<file path="config.mk">
export PLATFORM = sky130hd
export DESIGN_NAME = masked_status_bit_reporter
export DESIGN_NICKNAME = d
export VERILOG_FILES = /design/src/rtl/core/msbr_pkg.sv /design/src/rtl/core/masked_status_bit_reporter.sv
export SDC_FILE = /design/constraint.sdc
export NUM_CORES = 1
export LEC_CHECK = 0
export BUFFER_PORTS_ARGS = -buffer_cell sky130_fd_sc_hd__buf_4
export CAP_MARGIN = 20
export CORE_UTILIZATION = 33
export DETAILED_ROUTE_END_ITERATION = 10
export GPL_ROUTABILITY_DRIVEN = 0
export PLACE_DENSITY = 0.52
export SLEW_MARGIN = 20
export SYNTH_ARGS = -nofsm -noshare
export SYNTH_HDL_FRONTEND = slang
export SYNTH_SLANG_ARGS = --single-unit
</file>
<file path="constraint.sdc">
create_clock -name clock -period 5.1 [get_ports clock]
set_input_delay 0 -clock clock [delete_from_list [all_inputs] [get_ports clock]]
set_output_delay 0 -clock clock [all_outputs]
set_load 0.05 [all_outputs]
</file>
<file path="src/rtl/core/msbr_pkg.sv">
// Shared constants and types for the masked status bit reporter.
package msbr_pkg;

   localparam int WORD_BITS     = 16;
   localparam int DEF_NUM_WORDS = 8;
   localparam int CMD_W         = 2;
   localparam int ID_W          = 7;
   localparam int LIMIT_W       = 8;
   localparam int WIDX_W        = 3;
   localparam int CSR_IDX_W     = 1;

   localparam logic [WORD_BITS-1:0] FULL_WORD = 16'hFFFF;

   typedef logic [CMD_W-1:0]     cmd_type;
   typedef logic [WORD_BITS-1:0] word_type;

   localparam cmd_type CMD_SET    = 2'd0;
   localparam cmd_type CMD_CLEAR  = 2'd1;
   localparam cmd_type CMD_CONFIG = 2'd2;
   localparam cmd_type CMD_REPORT = 2'd3;

   localparam logic [CSR_IDX_W-1:0] CSR_ID_LIMIT    = 1'd0;
   localparam logic [CSR_IDX_W-1:0] CSR_REPORT_MODE = 1'd1;

endpackage

</file>
<file path="src/rtl/core/masked_status_bit_reporter.sv">
// Masked status bit reporter: enable, current and report stores with word-serial report.
//
//   channel | direction | handshake            | beat
//   req_    | in        | req_valid/req_ready  | command, bit_id, all_ids, enable
//   rsp_    | out       | rsp_valid/rsp_ready  | status, word_index, report_word, last
//   csr_    | in        | csr_write            | csr_index, csr_wdata
//
// Set, clear and configure of one bit: accept, memory read, then write back and respond.
// Report: one word read, merged, written back and sent per cycle while the rsp_ slot is free.
// Enable-all: one enable word written per cycle.
// Reset clears the per-word valid bits at once; no clearing pass.
// A stalled rsp_ beat holds the report word loop; one item is in work at a time.
module masked_status_bit_reporter #(
   parameter int NUM_WORDS = msbr_pkg::DEF_NUM_WORDS
) (
   input  logic                                clock,
   input  logic                                reset,
   input  logic                                req_valid,
   output logic                                req_ready,
   input  msbr_pkg::cmd_type                   req_command,
   input  logic [msbr_pkg::ID_W-1:0]           req_bit_id,
   input  logic                                req_all_ids,
   input  logic                                req_enable,
   output logic                                rsp_valid,
   input  logic                                rsp_ready,
   output logic                                rsp_status,
   output logic [msbr_pkg::WIDX_W-1:0]         rsp_word_index,
   output msbr_pkg::word_type                  rsp_report_word,
   output logic                                rsp_last,
   input  logic                                csr_write,
   input  logic [msbr_pkg::CSR_IDX_W-1:0]      csr_index,
   input  logic [msbr_pkg::LIMIT_W-1:0]        csr_wdata
);
   import msbr_pkg::*;

   localparam int AW    = (NUM_WORDS > 1) ? $clog2(NUM_WORDS) : 1;
   localparam int CAP   = NUM_WORDS * WORD_BITS;
   localparam int LIM_W = ($clog2(CAP + 1) > LIMIT_W) ? $clog2(CAP + 1) : LIMIT_W;
   localparam int FW    = LIM_W - 4;
   localparam logic [AW-1:0] LAST_ADDR = AW'(NUM_WORDS - 1);

   localparam logic [2:0] S_IDLE = 3'd0;
   localparam logic [2:0] S_RESP = 3'd1;
   localparam logic [2:0] S_RMW  = 3'd2;
   localparam logic [2:0] S_RPT  = 3'd3;
   localparam logic [2:0] S_FILL = 3'd4;

   logic [2:0]          state_ff, state_in;
   logic [AW-1:0]       addr_ff, addr_in;
   cmd_type             cmd_ff, cmd_in;
   word_type            mask_ff, mask_in;
   logic                en_ff, en_in;
   logic                status_ff, status_in;

   logic [LIMIT_W-1:0]  id_limit_ff;
   logic                mode_ff;

   logic [NUM_WORDS-1:0] en_vld_ff, en_vld_in;
   logic [NUM_WORDS-1:0] cr_vld_ff, cr_vld_in;

   word_type            en_mem [NUM_WORDS];
   logic [2*WORD_BITS-1:0] cr_mem [NUM_WORDS];
   word_type            en_rd_ff;
   logic [2*WORD_BITS-1:0] cr_rd_ff;

   logic                en_we, cr_we;
   word_type            en_wd;
   logic [2*WORD_BITS-1:0] cr_wd;

   logic                rsp_valid_ff, rsp_valid_in;
   logic                rsp_status_ff, rsp_status_in;
   logic [WIDX_W-1:0]   rsp_widx_ff, rsp_widx_in;
   word_type            rsp_word_ff, rsp_word_in;
   logic                rsp_last_ff, rsp_last_in;

   logic [LIM_W-1:0]    eff_lim;
   logic                id_ok;
   logic [FW-1:0]       fill_full;
   logic [3:0]          fill_rem;
   logic [AW-1:0]       fill_end;
   word_type            fill_word;
   word_type            cur_en, cur_c, cur_r, new_r;
   logic                slot_free;

   assign eff_lim   = (LIM_W'(id_limit_ff) < LIM_W'(CAP)) ? LIM_W'(id_limit_ff) : LIM_W'(CAP);
   assign id_ok     = LIM_W'(req_bit_id) < eff_lim;
   assign fill_full = eff_lim[LIM_W-1:4];
   assign fill_rem  = eff_lim[3:0];
   assign fill_end  = (int'(fill_full) < NUM_WORDS) ? AW'(fill_full) : LAST_ADDR;
   assign fill_word = (int'(addr_ff) < int'(fill_full)) ? FULL_WORD : ~(FULL_WORD << fill_rem);

   assign cur_en = en_vld_ff[addr_ff] ? en_rd_ff : '0;
   assign cur_c  = cr_vld_ff[addr_ff] ? cr_rd_ff[2*WORD_BITS-1:WORD_BITS] : '0;
   assign cur_r  = cr_vld_ff[addr_ff] ? cr_rd_ff[WORD_BITS-1:0] : '0;
   assign new_r  = mode_ff ? (cur_r | cur_c) : cur_c;

   assign slot_free = !rsp_valid_ff || rsp_ready;
   assign req_ready = (state_ff == S_IDLE);

   always_comb begin
      state_in      = state_ff;
      addr_in       = addr_ff;
      cmd_in        = cmd_ff;
      mask_in       = mask_ff;
      en_in         = en_ff;
      status_in     = status_ff;
      en_vld_in     = en_vld_ff;
      cr_vld_in     = cr_vld_ff;
      en_we         = 1'b0;
      cr_we         = 1'b0;
      en_wd         = '0;
      cr_wd         = '0;
      rsp_valid_in  = rsp_valid_ff && !rsp_ready;
      rsp_status_in = rsp_status_ff;
      rsp_widx_in   = rsp_widx_ff;
      rsp_word_in   = rsp_word_ff;
      rsp_last_in   = rsp_last_ff;
      case (state_ff)
         S_IDLE: begin
            if (req_valid) begin
               cmd_in    = req_command;
               en_in     = req_enable;
               mask_in   = word_type'(1) << req_bit_id[3:0];
               status_in = 1'b0;
               if (req_command == CMD_REPORT) begin
                  addr_in  = '0;
                  state_in = S_RPT;
               end else if (req_all_ids && req_command == CMD_CLEAR) begin
                  cr_vld_in = '0;
                  state_in  = S_RESP;
               end else if (req_all_ids && req_command == CMD_CONFIG) begin
                  if (req_enable) begin
                     addr_in  = '0;
                     state_in = S_FILL;
                  end else begin
                     en_vld_in = '0;
                     state_in  = S_RESP;
                  end
               end else if (id_ok) begin
                  addr_in  = AW'(req_bit_id >> 4);
                  state_in = S_RMW;
               end else begin
                  status_in = 1'b1;
                  state_in  = S_RESP;
               end
            end
         end
         S_RESP: begin
            if (slot_free) begin
               rsp_valid_in  = 1'b1;
               rsp_status_in = status_ff;
               rsp_widx_in   = '0;
               rsp_word_in   = '0;
               rsp_last_in   = 1'b1;
               state_in      = S_IDLE;
            end
         end
         S_RMW: begin
            if (slot_free) begin
               case (cmd_ff)
                  CMD_SET: begin
                     cr_we = 1'b1;
                     cr_wd = {cur_c | (mask_ff & cur_en), cur_r};
                  end
                  CMD_CLEAR: begin
                     cr_we = 1'b1;
                     cr_wd = {cur_c & ~mask_ff, cur_r & ~mask_ff};
                  end
                  CMD_CONFIG: begin
                     en_we = 1'b1;
                     en_wd = en_ff ? (cur_en | mask_ff) : (cur_en & ~mask_ff);
                  end
                  default: begin
                     cr_we = 1'b0;
                  end
               endcase
               if (cr_we) begin
                  cr_vld_in[addr_ff] = 1'b1;
               end
               if (en_we) begin
                  en_vld_in[addr_ff] = 1'b1;
               end
               rsp_valid_in  = 1'b1;
               rsp_status_in = 1'b0;
               rsp_widx_in   = '0;
               rsp_word_in   = '0;
               rsp_last_in   = 1'b1;
               state_in      = S_IDLE;
            end
         end
         S_RPT: begin
            if (slot_free) begin
               cr_we              = 1'b1;
               cr_wd              = {word_type'(0), new_r};
               cr_vld_in[addr_ff] = 1'b1;
               rsp_valid_in       = 1'b1;
               rsp_status_in      = 1'b0;
               rsp_widx_in        = WIDX_W'(addr_ff);
               rsp_word_in        = new_r;
               rsp_last_in        = (addr_ff == LAST_ADDR);
               if (addr_ff == LAST_ADDR) begin
                  state_in = S_IDLE;
               end else begin
                  addr_in = addr_ff + AW'(1);
               end
            end
         end
         S_FILL: begin
            en_we              = 1'b1;
            en_wd              = fill_word;
            en_vld_in[addr_ff] = 1'b1;
            if (addr_ff == fill_end) begin
               state_in = S_RESP;
            end else begin
               addr_in = addr_ff + AW'(1);
            end
         end
         default: begin
            state_in = S_IDLE;
         end
      endcase
   end

   always_ff @(posedge clock) begin
      en_rd_ff <= en_mem[addr_in];
      cr_rd_ff <= cr_mem[addr_in];
      if (en_we) begin
         en_mem[addr_ff] <= en_wd;
      end
      if (cr_we) begin
         cr_mem[addr_ff] <= cr_wd;
      end
   end

   always_ff @(posedge clock) begin
      if (reset) begin
         state_ff     <= S_IDLE;
         en_vld_ff    <= '0;
         cr_vld_ff    <= '0;
         rsp_valid_ff <= 1'b0;
         id_limit_ff  <= LIMIT_W'(128);
         mode_ff      <= 1'b0;
      end else begin
         state_ff     <= state_in;
         en_vld_ff    <= en_vld_in;
         cr_vld_ff    <= cr_vld_in;
         rsp_valid_ff <= rsp_valid_in;
         if (csr_write) begin
            case (csr_index)
               CSR_ID_LIMIT:    id_limit_ff <= csr_wdata;
               CSR_REPORT_MODE: mode_ff     <= csr_wdata[0];
               default:         mode_ff     <= mode_ff;
            endcase
         end
      end
   end

   always_ff @(posedge clock) begin
      addr_ff       <= addr_in;
      cmd_ff        <= cmd_in;
      mask_ff       <= mask_in;
      en_ff         <= en_in;
      status_ff     <= status_in;
      rsp_status_ff <= rsp_status_in;
      rsp_widx_ff   <= rsp_widx_in;
      rsp_word_ff   <= rsp_word_in;
      rsp_last_ff   <= rsp_last_in;
   end

   assign rsp_valid       = rsp_valid_ff;
   assign rsp_status      = rsp_status_ff;
   assign rsp_word_index  = rsp_widx_ff;
   assign rsp_report_word = rsp_word_ff;
   assign rsp_last        = rsp_last_ff;

endmodule

</file>
# Word-level counts from Yosys, hierarchy flattened
# Memory sizes are Yosys's and may differ from the RTL's. A register that Yosys moved wholly into a read port is not among the register bits.
# Cells that the tools add are included.
# op_classes
bitwise	12
n_eq_ne	26
add_sub_neg	1
reduce_logical	26
n_mux	86
n_lt_le_gt_ge	6
shifts	2
# op_table
op	count
2-to-1 mux 16 bit	11
case mux 32 bit (2 select lines)	2
2-to-1 mux 8 bit	14
bitwise AND 16 bit	4
case mux 16 bit (2 select lines)	2
2-to-1 mux 3 bit	20
bitwise OR 16 bit	3
case mux 8 bit (3 select lines)	2
2-to-1 mux 32 bit	1
inverter 16 bit	2
2-to-1 mux 1 bit	23
!= test 2 bit, second input constant	11
bitwise OR 8 bit	2
<< shifter 1 x 4 -> 16 bit, first input constant	1
<< shifter 16 x 4 -> 16 bit, first input constant	1
case mux 3 bit (4 select lines)	1
case mux 3 bit (3 select lines)	1
< comparator 7 x 8 -> 1 bit	1
< comparator 8 bit, second input constant	1
!= test 2 x 1 -> 1 bit, second input constant	4
case mux 1 bit (2 select lines)	4
AND reduction 8 bit	1
AND reduction 7 bit	1
binary-select mux 1 bit (select 3 bit)	2
other kinds (27)	44
# word_totals
elab_cells	176
output_inout_bits	23
mem_bits_rw	384
regBits	73
memories	2
input_bits	25
# memory_table
name	words	width	read_ports	rd_clocked_by_memory_dff	wr	line_no	rtl
cr_mem	8	32	1	1	1	masked_status_bit_reporter.sv:62	logic [2*WORD_BITS-1:0] cr_mem [NUM_WORDS];
en_mem	8	16	1	1	1	masked_status_bit_reporter.sv:61	word_type en_mem [NUM_WORDS];

# Logic depth before layout (Yosys ltp)
# logic_depth
word_depth	9
depth_mapped	16
mapped_depth_nobuf	12

# Least setup slack after synthesis
# OpenSTA, ideal clock, no wires.
# synth_timing
path_kind	register to register
startpoint	register rsp_valid_ff, in the netlist rsp_valid
endpoint	memory cr_mem[0][0] (netlist bit), enable pin
required_ps	4679
arrival_ps	2728
path_stages_with_launch	6
setup_time_ps	421
slack_ps	1950
cell_sequence	dfxtp_1 > nor2b_1 > clkbuf_1 > nor2_1 > a21oi_1 > nor2_1
# synth_between
elab_chain_cells	6
# synth_rtl
element	line_no	rtl
start, declared	masked_status_bit_reporter.sv:70	logic rsp_valid_ff, rsp_valid_in;
start signal, assigned	masked_status_bit_reporter.sv:247	rsp_valid_ff <= rsp_valid_in;
zero test 1 bit *	masked_status_bit_reporter.sv:97	assign slot_free = !rsp_valid_ff || rsp_ready;
logical OR 1 bit *	masked_status_bit_reporter.sv:97	
2-to-1 mux 1 bit, on equally long branches	masked_status_bit_reporter.sv:192, masked_status_bit_reporter.sv:159	
case mux 1 bit (2 select lines) *	masked_status_bit_reporter.sv:118	case (state_ff)
2-to-1 mux 1 bit *	masked_status_bit_reporter.sv:230	if (cr_we) begin
2-to-1 mux 1 bit (implied by the code) *	masked_status_bit_reporter.sv:231	cr_mem[addr_ff] <= cr_wd;
end, declared	masked_status_bit_reporter.sv:62	
# Mark *: on every way between the ends. The rest lies on a longest branch, timed or not.

# Worst setup path in the final report
# layout_timing
startpoint	register addr_ff[1]
endpoint	memory en_mem[2][15] (netlist bit), data pin
# layout_between
elab_chain_cells	8
# layout_rtl
element	line_no	rtl
start, declared	masked_status_bit_reporter.sv:49	logic [AW-1:0] addr_ff, addr_in;
start signal, assigned	masked_status_bit_reporter.sv:259	addr_ff <= addr_in;
binary-select mux 1 bit (select 3 bit)	masked_status_bit_reporter.sv:92	assign cur_en = en_vld_ff[addr_ff] ? en_rd_ff : '0;
2-to-1 mux 1 bit (implied by the code)	masked_status_bit_reporter.sv:92	
2-to-1 mux 16 bit	masked_status_bit_reporter.sv:92	
bitwise AND 16 bit / bitwise OR 16 bit (equally long branches)	masked_status_bit_reporter.sv:171	en_wd = en_ff ? (cur_en | mask_ff) : (cur_en & ~mask_ff);
2-to-1 mux 16 bit	masked_status_bit_reporter.sv:171	
2-to-1 mux 16 bit	masked_status_bit_reporter.sv:160	case (cmd_ff)
2-to-1 mux 16 bit	masked_status_bit_reporter.sv:159	if (slot_free) begin
case mux 16 bit (2 select lines) *	masked_status_bit_reporter.sv:118	
net en_wd[15]	masked_status_bit_reporter.sv:67	word_type en_wd;
end, declared	masked_status_bit_reporter.sv:61	
# Mark *: on every way through the listed nets, which the timed path passes. The rest lies on a longest branch. The select of a mux whose other input is x is not followed.

==> run metrics <==
run status completed; starting DRC count in detailed routing 1,289; Warnings, synthesis 0; buffers added on ports 47; worst r2r path cells 9; Max Cap Viol 0; root buf cell clkbuf_16; dominant synthesized flop cell edfxtp_1; mapped cell area 0.0212 mm2; sequential share of power 38.9%; Mean Syn Cell Area 13.0 um2; Worst Setup End Kind flip-flop; most instantiated library cell after synthesis edfxtp_1; Post-Synth Simple-Gate Area 12.1%; sequential area share after synthesis 67.7%; vias in the first global route 13,800; Hold EP addr_ff[1]$_DFF_P_; adder-cell share of the synthesized area 0.696%; number of H-tree levels 2; post-route cell area 0.0248 mm2; post-synthesis compound-gate area fraction 13.7%; total number of vias 13,900; Synth Area in XOR/XNOR 0.0413%; n_diodes 0; Int Pwr 8.80 mW; EDFF count, synth 425; drt wl/cell 22.6 um; Fmax achieved 246 MHz; largest family of logic cells by synthesized area compound AO/OA/AOI/OAI gates; CTS sink count 505; RR Startpoint addr_ff[1]$_DFF_P_; Yosys top cell area share 60.1%; top post-synthesis cells by area edfxtp_1 (60%), dfxtp_1 (7.5%), a21oi_1 (4.5%), and3_1 (4.2%), mux2i_1 (2.3%); Site Rows 92; Reg2Reg Setup Slack 1.03 ns; final worst path period need 4.07 ns; Setup Skew 0.0342 ns; CP Data Required Time 5.36 ns; relative slew slack 28.2%; Final Hold Fails 0; r2r endpoint en_mem[2][15]$_DFFE_PP_; asr flop ratio synth 0%; Nets 1,746; drt pass-1 iters 5; layout cells sized above 1 13.6%; Unique masters post-synth 63; post-synth net total 1,673; chip width 256 um; Static Leak 8.61 nW; GRT Overall Usage 17.7%; Initial Util 33.5%; CP max FO 32; largest net degree at the start of global routing 146; Hold Crit Class input pin to flip-flop; Final ANT Viol Nets 0; Max clock buf depth 3; Remaining DRCs 0; pwr/cell area 549 mW/mm2; CTS Buf Count 52; mux contribution to synthesized area 2.42%; Slew @ Worst Pin 1.08 ns; CP startpoint kind flip-flop; Logic pwr share 32.9%; initial antenna violation count 0; unrepaired setup endpoints after global routing no; setup violators final 0; setup tns final 0 ns; area leader, netlist edfxtp_1; Post-Synthesis Cells 1,637; dpl ws 1.16 ns; CP arrival 4.33 ns; sw frac 35.4%; setup ws final 1.03 ns; CTS tree yes; Tcrit/Tclk final 79.7%; GRT Residual Overflow 0; Setup CP Type flip-flop to flip-flop; Peak VDD IR 0.000486 V; Psw 4.82 mW; placed cell areas 0.0227 mm2; worst hold start req_bit_id[5]; Reg clk slew, reported paths 0.07 ns; first-pass GRT wire length 88,300 um; WHS 0.0461 ns; Clk Latency, worst-skew pair 0.62 ns; core area 0.0633 mm2; die area 0.0653 mm2; synth-to-layout area growth 17.0%; vias per inst 5.33; Clk network pwr share 28.2%; Post-synth top cells edfxtp_1 (425), a21oi_1 (189), and3_1 (144); max-slew violations 0; post_cts resized 0; WL final 58,800 um; IO Count 48; Die Ht 256 um; #FFs+latches synth 505; post-DP HPWL 33,400 um; Cells on Worst Hold Path 4
[layout make-up]
class	count	area, um2
Clock inverter	18	214
Tap cell	846	1060
Fill cell	6029	38500
Sequential cell	505	14400
Timing Repair Buffer	129	1180
Clock buffer	79	1520
Multi-Input combinational cell	963	6260
Inverter	59	226
[power groups by stage]
| stage | registers [mW] | clock network (mW) | logic [mW] |
|---|---|---|---|
| 3_3_place_gp | 5.38 | 0 | 4.40 |
| 6_report | 5.30 | 3.85 | 4.47 |
| 4_1_cts | 5.30 | 3.92 | 4.48 |
| 3_5_place_dp | 5.37 | 0 | 4.45 |
| 2_1_floorplan | 5.31 | 0 | 3.04 |
| 5_1_grt | 5.33 | 4.08 | 4.81 |
[critical path, cell delays in order (launching register included)]
cell and delay [ns]:
dfxtp_1 0.75, clkinv_1 0.52, nor3_1 0.64, a22oi_1 0.21, nand3_1 0.13, buf_4 0.39, nand2_1 0.12, nor2_1 0.11
a21oi_1 0.05, o21ai_0 0.75
[kinds of logic (layout without fill, tap and decap cells)]
family | count (synthesis) | count (layout)
and+or+nand+nor | 503 | 503
xor gates and xnor gates | 1 | 1
buffers and inverters | 169 | 285
DFF | 505 | 505
adders and majority gates | 12 | 12
AOI/OAI and AO/OA | 396 | 396
muxes | 51 | 51
[metal layers]
layer | global-route usage (%) | up-vias | part of all wire, %
met2 | 29.0 | 404 | 48
met3 | 2.13 | 80 | 4.9
li1 | - | 6337 | -
met5 | 0 | - | 0
met1 | 24.6 | 7043 | 45
met4 | 5.04 | 0 | 2.1
[what timing repair did]
action                                 CTS  global route
buffers inserted                         0             0
endpoints found under the hold margin   51             0
hold buffers                            40             0
[registers in the layout, summed over array words and instances (netlist names)]
signal           flops
addr_ff              3
cmd_ff               2
cr_mem             256
cr_rd_ff            32
cr_vld_ff            8
en_ff                1
en_mem             128
en_rd_ff            16
en_vld_ff            8
id_limit_ff          8
mask_ff             16
mode_ff              1
rsp_last             1
rsp_report_word     16
rsp_status           1
rsp_valid            1
rsp_word_index       3
state_ff             3
status_ff            1
[layout by cell type, fill, tap and decap left out, types with 21 or more instances in the layout]
cell,instances
nand2_1,123
and3_1,144
and2_1,53
o21ai_0,31
mux2i_1,49
a221oi_2,21
dfxtp_1,80
o32ai_1,28
dlygate4sd3_1,40
a221oi_1,28
a21oi_1,187
clkbuf_16,53
edfxtp_1,425
inv_1,54
nor2b_1,21
buf_4,81
nor2_1,86
[metrics by stage]
step | power, mW | instances | utilization, %
after floorplan | 8.35 | 1637 | -
after global placement | 9.79 | 2461 | 35.8
after detailed placement | 9.82 | 2461 | 35.8
after CTS | 13.7 | 2598 | 39.2
after global routing | 14.2 | 2599 | 39.2
final | 13.6 | 2599 | 39.2
[worst max path at each step]
stage / from / end / depth (start not counted)
after CTS: addr_ff[1]$_DFF_P_ / en_mem[7][11]$_DFFE_PP_ / 9
after floorplan: rsp_valid$_SDFF_PP0_ / cr_mem[0][0]$_DFFE_PP_ / 5
after detailed placement: id_limit_ff[7]$_SDFFE_PP1P_ / cr_rd_ff[1]$_DFF_P_ / 12
after global placement: addr_ff[1]$_DFF_P_ / en_mem[2][15]$_DFFE_PP_ / 9
after global routing: addr_ff[1]$_DFF_P_ / en_mem[2][11]$_DFFE_PP_ / 9
final: addr_ff[1]$_DFF_P_ / en_mem[2][15]$_DFFE_PP_ / 9
No activity file was read; power rests on OpenSTA's default activity.
